### config.mk
export PLATFORM = sky130hd
export DESIGN_NAME = free_list_handle_allocator_core_flat
export DESIGN_NICKNAME = d
export VERILOG_FILES = /design/src/hw/rtl/fla_pkg.sv /design/src/hw/rtl/fla_req_if.sv /design/src/hw/rtl/fla_rsp_if.sv /design/src/hw/rtl/free_list_handle_allocator_core.sv /design/src/hw/rtl/fla_ram.sv /design/src/flat_wrapper.sv
export SDC_FILE = /design/constraint.sdc
export NUM_CORES = 2
export LEC_CHECK = 0
export BUFFER_PORTS_ARGS = -buffer_cell sky130_fd_sc_hd__buf_2
export CAP_MARGIN = 5
export CELL_PAD_IN_SITES_DETAIL_PLACEMENT = 0
export CELL_PAD_IN_SITES_GLOBAL_PLACEMENT = 1
export CORE_MARGIN = 4
export CORE_UTILIZATION = 61
export CTS_BUF_LIST = sky130_fd_sc_hd__clkbuf_16
export CTS_CLUSTER_DIAMETER = 150
export DETAILED_ROUTE_END_ITERATION = 16
export PLACE_DENSITY_LB_ADDON = 0.1
export SLEW_MARGIN = 20
export SYNTH_ARGS = -nofsm -noshare
export SYNTH_HDL_FRONTEND = slang
export SYNTH_HIERARCHICAL = 1
export SYNTH_SLANG_ARGS = --single-unit
### constraint.sdc
create_clock -name clk_i -period 16.7 [get_ports clk_i]
set_input_delay 1.67 -clock clk_i [delete_from_list [all_inputs] [get_ports clk_i]]
set_output_delay 1.67 -clock clk_i [all_outputs]
set_load 0.005 [all_outputs]
### src/hw/rtl/fla_pkg.sv
// Package for the free-list handle allocator: opcodes, status codes, FSM states.
// No dependencies; used by the request and response interfaces and the allocator core.
package fla_pkg;

  localparam int unsigned OpcodeWidth = 2;
  localparam int unsigned HandleWidth = 9;
  localparam int unsigned ResultWidth = 8;
  localparam int unsigned StatusWidth = 2;

  typedef enum logic [OpcodeWidth-1:0] {
    OP_ALLOC     = 2'd0,
    OP_FREE      = 2'd1,
    OP_QUERY     = 2'd2,
    OP_RESET_ALL = 2'd3
  } opcode_e;

  typedef enum logic [StatusWidth-1:0] {
    ST_OK      = 2'd0,
    ST_FULL    = 2'd1,
    ST_INVALID = 2'd2
  } status_e;

  typedef enum logic {
    S_IDLE = 1'b0,
    S_EXEC = 1'b1
  } state_e;

endpackage

### src/hw/rtl/fla_req_if.sv
// Request channel of the handle allocator: valid/ready plus request fields.
// Depends on fla_pkg.
interface fla_req_if;
  logic                                   valid;
  logic                                   ready;
  logic [fla_pkg::OpcodeWidth-1:0]        opcode;
  logic signed [fla_pkg::HandleWidth-1:0] handle;
  logic                                   object_nonempty;

  modport source (output valid, output opcode, output handle, output object_nonempty,
                  input ready);
  modport sink   (input valid, input opcode, input handle, input object_nonempty,
                  output ready);
endinterface

### src/hw/rtl/fla_rsp_if.sv
// Response channel of the handle allocator: valid/ready plus result fields.
// Depends on fla_pkg.
interface fla_rsp_if;
  logic                             valid;
  logic                             ready;
  logic [fla_pkg::ResultWidth-1:0]  result_handle;
  logic [fla_pkg::StatusWidth-1:0]  status;

  modport source (output valid, output result_handle, output status, input ready);
  modport sink   (input valid, input result_handle, input status, output ready);
endinterface

### src/hw/rtl/free_list_handle_allocator_core.sv
// Handle allocator with a LIFO free list kept in a slot RAM and a high-water mark.
// Depends on fla_pkg, fla_req_if, fla_rsp_if and fla_ram.
//
//   channel | dir | fields
//   req_i   | in  | opcode, handle, object_nonempty
//   rsp_o   | out | result_handle, status
//
// For each request the slot RAM is read in the transfer cycle; the entry is updated and
// the response registered in the execute state, once the previous response is taken.
// One request is in flight at a time; the next transfer waits for the RAM update.
// A stalled response does not block the next transfer, but holds its execute state until taken.
// Reset empties the free list and clears the high-water mark; the RAM needs no clearing.
module free_list_handle_allocator_core #(
  parameter int unsigned POOL_SLOTS = 256
) (
  input  logic     clk_i,
  input  logic     rst_ni,
  fla_req_if.sink  req_i,
  fla_rsp_if.source rsp_o
);
  import fla_pkg::*;

  localparam int unsigned IdxW  = (POOL_SLOTS > 1) ? $clog2(POOL_SLOTS) : 1;
  localparam int unsigned HwW   = IdxW + 1;
  localparam int unsigned CmpW  = (HwW > 8) ? HwW : 8;
  localparam int unsigned WordW = IdxW + 2;
  localparam logic [HwW-1:0] PoolLimit = HwW'(POOL_SLOTS);

  // RAM word: {live, link_empty, link_idx}
  state_e                 state_q, state_d;
  logic [HwW-1:0]         high_water_q, high_water_d;
  logic                   head_empty_q, head_empty_d;
  logic [IdxW-1:0]        head_idx_q, head_idx_d;
  opcode_e                op_q;
  logic [HandleWidth-1:0] handle_q;
  logic                   nonempty_q;
  logic                   out_valid_q, out_valid_d;
  logic [ResultWidth-1:0] result_q, result_d;
  status_e                status_q, status_d;

  logic                   accept;
  logic [CmpW-1:0]        in_h_ext, h_ext, hw_ext, idx_ext;
  logic [IdxW-1:0]        raddr, waddr, alloc_idx;
  logic                   we;
  logic [WordW-1:0]       wdata, rdata;
  logic                   h_live;

  assign req_i.ready = (state_q == S_IDLE);
  assign accept      = req_i.valid && req_i.ready;

  assign in_h_ext = CmpW'(req_i.handle[7:0]);
  assign raddr    = (opcode_e'(req_i.opcode) == OP_ALLOC) ? head_idx_q : in_h_ext[IdxW-1:0];

  fla_ram #(
    .Width (WordW),
    .Depth (POOL_SLOTS)
  ) u_slot_ram (
    .clk_i   (clk_i),
    .we_i    (we),
    .waddr_i (waddr),
    .wdata_i (wdata),
    .re_i    (accept),
    .raddr_i (raddr),
    .rdata_o (rdata)
  );

  assign h_ext  = CmpW'(handle_q[7:0]);
  assign hw_ext = CmpW'(high_water_q);
  assign h_live = !handle_q[HandleWidth-1] && (h_ext < hw_ext) && rdata[IdxW+1];

  always_comb begin
    state_d      = state_q;
    high_water_d = high_water_q;
    head_empty_d = head_empty_q;
    head_idx_d   = head_idx_q;
    out_valid_d  = out_valid_q && !rsp_o.ready;
    result_d     = result_q;
    status_d     = status_q;
    we           = 1'b0;
    waddr        = h_ext[IdxW-1:0];
    wdata        = {1'b0, head_empty_q, head_idx_q};
    alloc_idx    = head_idx_q;
    idx_ext      = CmpW'(head_idx_q);

    unique case (state_q)
      S_IDLE: begin
        if (accept) begin
          state_d = S_EXEC;
        end
      end
      S_EXEC: begin
        if (!out_valid_q || rsp_o.ready) begin
          state_d     = S_IDLE;
          out_valid_d = 1'b1;
          result_d    = handle_q[7:0];
          status_d    = ST_OK;
          unique case (op_q)
            OP_ALLOC: begin
              if (!head_empty_q) begin
                alloc_idx    = head_idx_q;
                head_empty_d = rdata[IdxW];
                head_idx_d   = rdata[IdxW-1:0];
                we           = 1'b1;
              end else if (high_water_q < PoolLimit) begin
                alloc_idx    = high_water_q[IdxW-1:0];
                high_water_d = high_water_q + HwW'(1);
                we           = 1'b1;
              end else begin
                status_d = ST_FULL;
              end
              idx_ext = CmpW'(alloc_idx);
              if (we) begin
                result_d = idx_ext[7:0];
              end
              waddr = alloc_idx;
              wdata = {nonempty_q, 1'b1, {IdxW{1'b0}}};
            end
            OP_FREE: begin
              if (h_live) begin
                we           = 1'b1;
                head_empty_d = 1'b0;
                head_idx_d   = h_ext[IdxW-1:0];
              end else begin
                status_d = ST_INVALID;
              end
            end
            OP_QUERY: begin
              status_d = h_live ? ST_OK : ST_INVALID;
            end
            OP_RESET_ALL: begin
              high_water_d = '0;
              head_empty_d = 1'b1;
            end
          endcase
        end
      end
    endcase
  end

  always_ff @(posedge clk_i or negedge rst_ni) begin
    if (!rst_ni) begin
      state_q      <= S_IDLE;
      high_water_q <= '0;
      head_empty_q <= 1'b1;
      head_idx_q   <= '0;
      out_valid_q  <= 1'b0;
    end else begin
      state_q      <= state_d;
      high_water_q <= high_water_d;
      head_empty_q <= head_empty_d;
      head_idx_q   <= head_idx_d;
      out_valid_q  <= out_valid_d;
    end
  end

  always_ff @(posedge clk_i) begin
    if (accept) begin
      op_q       <= opcode_e'(req_i.opcode);
      handle_q   <= req_i.handle;
      nonempty_q <= req_i.object_nonempty;
    end
    result_q <= result_d;
    status_q <= status_d;
  end

  assign rsp_o.valid         = out_valid_q;
  assign rsp_o.result_handle = result_q;
  assign rsp_o.status        = status_q;

`ifndef SYNTHESIS
  a_hw_bound: assert property (@(posedge clk_i) disable iff (!rst_ni)
    high_water_q <= PoolLimit)
    else $error("high-water mark beyond pool size");

  a_head_below_hw: assert property (@(posedge clk_i) disable iff (!rst_ni)
    !head_empty_q |-> (HwW'(head_idx_q) < high_water_q))
    else $error("free-list head at or above high-water mark");

  a_transfer_exec: assert property (@(posedge clk_i) disable iff (!rst_ni)
    accept |=> (state_q == S_EXEC))
    else $error("request transfer did not start execution");
`endif

endmodule

### src/hw/rtl/fla_ram.sv
// Generic single-write, single-read synchronous RAM with registered read data.
// No dependencies.
module fla_ram #(
  parameter int unsigned Width = 8,
  parameter int unsigned Depth = 256
) (
  input  logic                     clk_i,
  input  logic                     we_i,
  input  logic [$clog2(Depth)-1:0] waddr_i,
  input  logic [Width-1:0]         wdata_i,
  input  logic                     re_i,
  input  logic [$clog2(Depth)-1:0] raddr_i,
  output logic [Width-1:0]         rdata_o
);

  logic [Width-1:0] mem_q [Depth];
  logic [Width-1:0] rdata_q;

  always_ff @(posedge clk_i) begin
    if (we_i) begin
      mem_q[waddr_i] <= wdata_i;
    end
    if (re_i) begin
      rdata_q <= mem_q[raddr_i];
    end
  end

  assign rdata_o = rdata_q;

endmodule
### src/flat_wrapper.sv
// flat-port wrapper written by rule: the top's interface ports become plain ports
module free_list_handle_allocator_core_flat import fla_pkg::*;
#(
  parameter int unsigned POOL_SLOTS = 256
)
  (clk_i, rst_ni, req_i_valid, req_i_opcode, req_i_handle, req_i_object_nonempty, req_i_ready, rsp_o_valid, rsp_o_result_handle, rsp_o_status, rsp_o_ready);
  fla_req_if req_i_i ();
  fla_rsp_if rsp_o_i ();
  input  logic clk_i;
  input  logic rst_ni;
  input wire logic [$bits(req_i_i.valid)-1:0] req_i_valid;
  input wire logic [$bits(req_i_i.opcode)-1:0] req_i_opcode;
  input wire logic [$bits(req_i_i.handle)-1:0] req_i_handle;
  input wire logic [$bits(req_i_i.object_nonempty)-1:0] req_i_object_nonempty;
  output wire logic [$bits(req_i_i.ready)-1:0] req_i_ready;
  output wire logic [$bits(rsp_o_i.valid)-1:0] rsp_o_valid;
  output wire logic [$bits(rsp_o_i.result_handle)-1:0] rsp_o_result_handle;
  output wire logic [$bits(rsp_o_i.status)-1:0] rsp_o_status;
  input wire logic [$bits(rsp_o_i.ready)-1:0] rsp_o_ready;
  assign req_i_i.valid = req_i_valid;
  assign req_i_i.opcode = req_i_opcode;
  assign req_i_i.handle = req_i_handle;
  assign req_i_i.object_nonempty = req_i_object_nonempty;
  assign req_i_ready = req_i_i.ready;
  assign rsp_o_valid = rsp_o_i.valid;
  assign rsp_o_result_handle = rsp_o_i.result_handle;
  assign rsp_o_status = rsp_o_i.status;
  assign rsp_o_i.ready = rsp_o_ready;
  free_list_handle_allocator_core #(.POOL_SLOTS(POOL_SLOTS)) u_core (.clk_i(clk_i), .rst_ni(rst_ni), .req_i(req_i_i), .rsp_o(rsp_o_i));
endmodule
==> results.txt <==
Max cap viols -> 0
Critical Path Max Stage Delay -> 0.83 ns
Fill count -> 10.5k
CP Launch Type -> input port
Peak VDD IR -> 0.000129 V
Final TNS setup -> 0 ns
Max Slew Vio Count -> 0
Final period util -> 0.398
R2R cell count -> 9
Critical Path AT -> 7.26 ns
# hold bufs at CTS -> 0
Initial antenna violation count -> 13
Yosys top cell area share -> 0.764
DRT Wirelength -> 252000 um
Row cnt -> 149
Critical path capture point type -> flip-flop
Clock Latency Late Sink -> 0.91 ns
Initial Utilization -> 0.615
Die width -> 417 um
IO Port Bufs -> 27
Worst Tran Pin Value -> 1.33 ns
Maximum clock path buffer count -> 4
DRC Markers -> 0
Final layout net count -> 5073
DR iter-0 viols -> 7137
# setup viols final -> 0
Switching share of power -> 0.266
Sequential share of the synthesized area -> 0.769
Post-Syn Nets -> 4934
Routed wire per std cell -> 34.0 um
RSZ-0062 raised after global routing -> false
Critical path type -> input port to flip-flop
Ys async rst share -> 0.00766
H-tree level count -> 5
Status -> complete, no violations
TritonCTS Sinks -> 2612
Clk pwr share -> 0.345
Yosys cell types -> 67
Part of the power in registers -> 0.494
Largest net degree at the start of global routing -> 225
Crit path required time -> 17.31 ns
Clock Pin Slew Worst Setup and Hold Paths -> 0.06 ns
Die Y-Extent -> 417 um
Shortest period the worst path allows -> 6.64 ns
Largest cells by area after synthesis -> edfxtp_1 (76%), mux4_2 (11%), mux2i_1 (2.2%)
Most used cell, CP -> buf_4
TritonCTS clock tree -> yes
Core ar. -> 166000 sq um
R2r startpoint -> u_core/op_q[0]$_DFFE_PP_
Psw -> 4.34 mW
CP cell instances -> buf_2 > nor2_1 > buf_4 > mux2_8 > buf_4 > buf_4 > buf_4 > mux4_1 > a22o_1 > a221oi_1 > o22ai_1 > nor3_1 > nor4_1
Layout cell share with drive strength beyond 1 -> 0.212
Cell area after synthesis -> 102000 sq um
Post-CTS Setup Repair Bufs -> 0
Design area -> 113000 sq um
Vias per cell -> 6.88
Int Pwr -> 12.0 mW
Crit path max fanout -> 50
Synthesis-to-layout area growth -> 10.5%
Vias in the first global route -> 50.0k
Placed cell area -> 104000 sq um
Gates resized, CTS repair -> 0
Slowest CP cell -> buf_4
Critical path origin -> req_i_opcode[1]
Via count -> 51.0k
Area leader, netlist -> edfxtp_1
Final Total Pwr -> 16.3 mW
Fin Hold WS -> 0.531 ns
Gp weighted congestion -> 0.838
PD cells -> 145 nW/um^2
Internal reg-to-reg setup slack -> 10.59 ns
Mapped Cells -> 4905
Total gr overflow -> 0
Post-synth EDFFs -> 2592
Drt pass-1 iters -> 6
Post-route ant nets -> 0
Slew headroom -> 0.103
Root buf cell -> clkbuf_16
Yosys reg bits -> 2612
Area of the multi-input gates -> 21900 sq um
Worst Hold Launch -> u_core/high_water_q[3]$_DFFE_PN0P_
P_leak -> 35.7 nW
Achievable frequency -> 0.150 GHz
Final hold viol count -> 0
Die area -> 174000 sq um
I/O Pins -> 28
Synth Area per Inst -> 20.8 sq um
Layout Skew -> 0.0341 ns
Hold Path End -> u_core/high_water_q[3]$_DFFE_PN0P_
RR Endpoint -> u_core/u_slot_ram/mem_q[93][8]$_DFFE_PP_
Total GRT Usage -> 0.294
DP HPWL -> 147000 um
First-pass GRT wire length -> 365000 um
Cts bufs inserted -> 279
Worst hold path depth -> 1
Flip-flop and latch area -> 78300 sq um
Yosys warning total -> 6
Combinational share of power -> 0.161
Most used DFF post-synth -> edfxtp_1
Hold Path Class -> flip-flop to flip-flop
per-stage QoR:
stage | setup slack, ns | std cells | utilization
global placement | 8.40 | 6943 | 0.628
finish | 10.06 | 7417 | 0.680
detailed placement | 9.10 | 6948 | 0.629
global route | 9.64 | 7413 | 0.680
floorplan | 10.15 | 4905 | -
CTS | 10.04 | 7409 | 0.679
worst max-delay path by stage:
stage                                                    endpoint  slack [ns]  depth (start not counted)
after floorplan           u_core/u_slot_ram/mem_q[0][4]$_DFFE_PP_       10.15                          6
final                      u_core/u_slot_ram/rdata_o[7]$_DFFE_PP_       10.06                         13
after CTS                  u_core/u_slot_ram/rdata_o[3]$_DFFE_PP_       10.04                         14
after global placement     u_core/u_slot_ram/rdata_o[1]$_DFFE_PP_        8.40                         12
after global routing       u_core/u_slot_ram/rdata_o[7]$_DFFE_PP_        9.64                         13
after detailed placement   u_core/u_slot_ram/rdata_o[3]$_DFFE_PP_        9.10                         14
power by group through the flow:
stage	clock, mW	sequential, mW	combinational (mW)
finish	5.63	8.06	2.62
global route	6.01	8.06	2.77
global placement	0	8.19	2.52
floorplan	0	8.33	1.55
detailed placement	0	8.20	2.59
CTS	5.71	8.06	2.59
final cells by class:
type,instances,area share
flip-flops and latches,2612,0.696
multi-input cells,1977,0.195
clock buffers,287,0.0638
well taps,2189,0.0243
repair buffers,156,0.0115
clock inverters,174,0.00915
inverters,18,0.000600
diodes,4,0.0000889
state kept, by name, indices dropped and copies added (netlist names):
register,flops
u_core/u_slot_ram/rdata_o,10
u_core/high_water_q,9
u_core/op_q,2
u_core/u_slot_ram/mem_q,2560
u_core/rsp_o.status,2
u_core/rsp_o.valid,1
u_core/state_q,1
u_core/head_idx_q,8
u_core/head_empty_q,1
u_core/handle_q,9
u_core/nonempty_q,1
u_core/rsp_o.result_handle,8
kinds of logic after synthesis:
family	count (synthesis)	share of synthesized area
mux	765	0.143
compound gates	605	0.0408
buf+inv	316	0.0195
fa+ha+maj	13	0.00160
flops	2612	0.769
simple gates	594	0.0265
Yosys cell counts, drive strengths merged (13+ instances only):
cell type / count
a21oi: 141
a221oi: 15
a22o: 14
a22oi: 192
a31oi: 13
buf: 159
clkbuf: 139
dfrtp: 19
edfxtp: 2592
ha: 13
inv: 18
mux2i: 220
mux4: 536
nand2: 64
nand2b: 23
nand3: 42
nor2: 317
nor2b: 28
nor3: 35
nor4: 30
o21ai: 32
o221ai: 40
o22ai: 73
placed cells by master (no fill, tap or decap), drive strengths merged, types with 12 or more instances in the layout:
cell    Yosys  final
nand2      64     64
mux2i     220    220
nand3      42     42
o21ai      32     32
a221oi     15     15
inv        18     71
o22ai      73     73
clkbuf    139    287
a22o       14     14
o221ai     40     40
ha         13     13
nor3       35     35
mux4      536    536
nor2      317    317
buf       159    156
dfrtp      19     19
edfxtp   2592   2592
nor4       30     30
nand4      12     12
a21oi     141    141
nand2b     23     23
nor2b      28     28
clkinv      0    102
a31oi      13     13
a22oi     192    192
a211oi     12     12
layer usage:
| layer | up-vias | track usage | part of all wire |
|---|---|---|---|
| met3 | 462 | 0.0600 | 0.10 |
| met1 | 27100 | 0.446 | 0.40 |
| li1 | 20800 | - | - |
| met4 | 0 | 0.0973 | 0.035 |
| met2 | 2684 | 0.438 | 0.46 |
| met5 | - | 0 | 0 |
critical path, delay by kind of cell:
family / cells / cell delay, ns
and+or+nand+nor: 3 / 0.65
buffers and inverters: 5 / 2.69
AOI/OAI and AO/OA: 3 / 0.84
muxes: 2 / 1.25
Power figures use the tool's default switching activity.
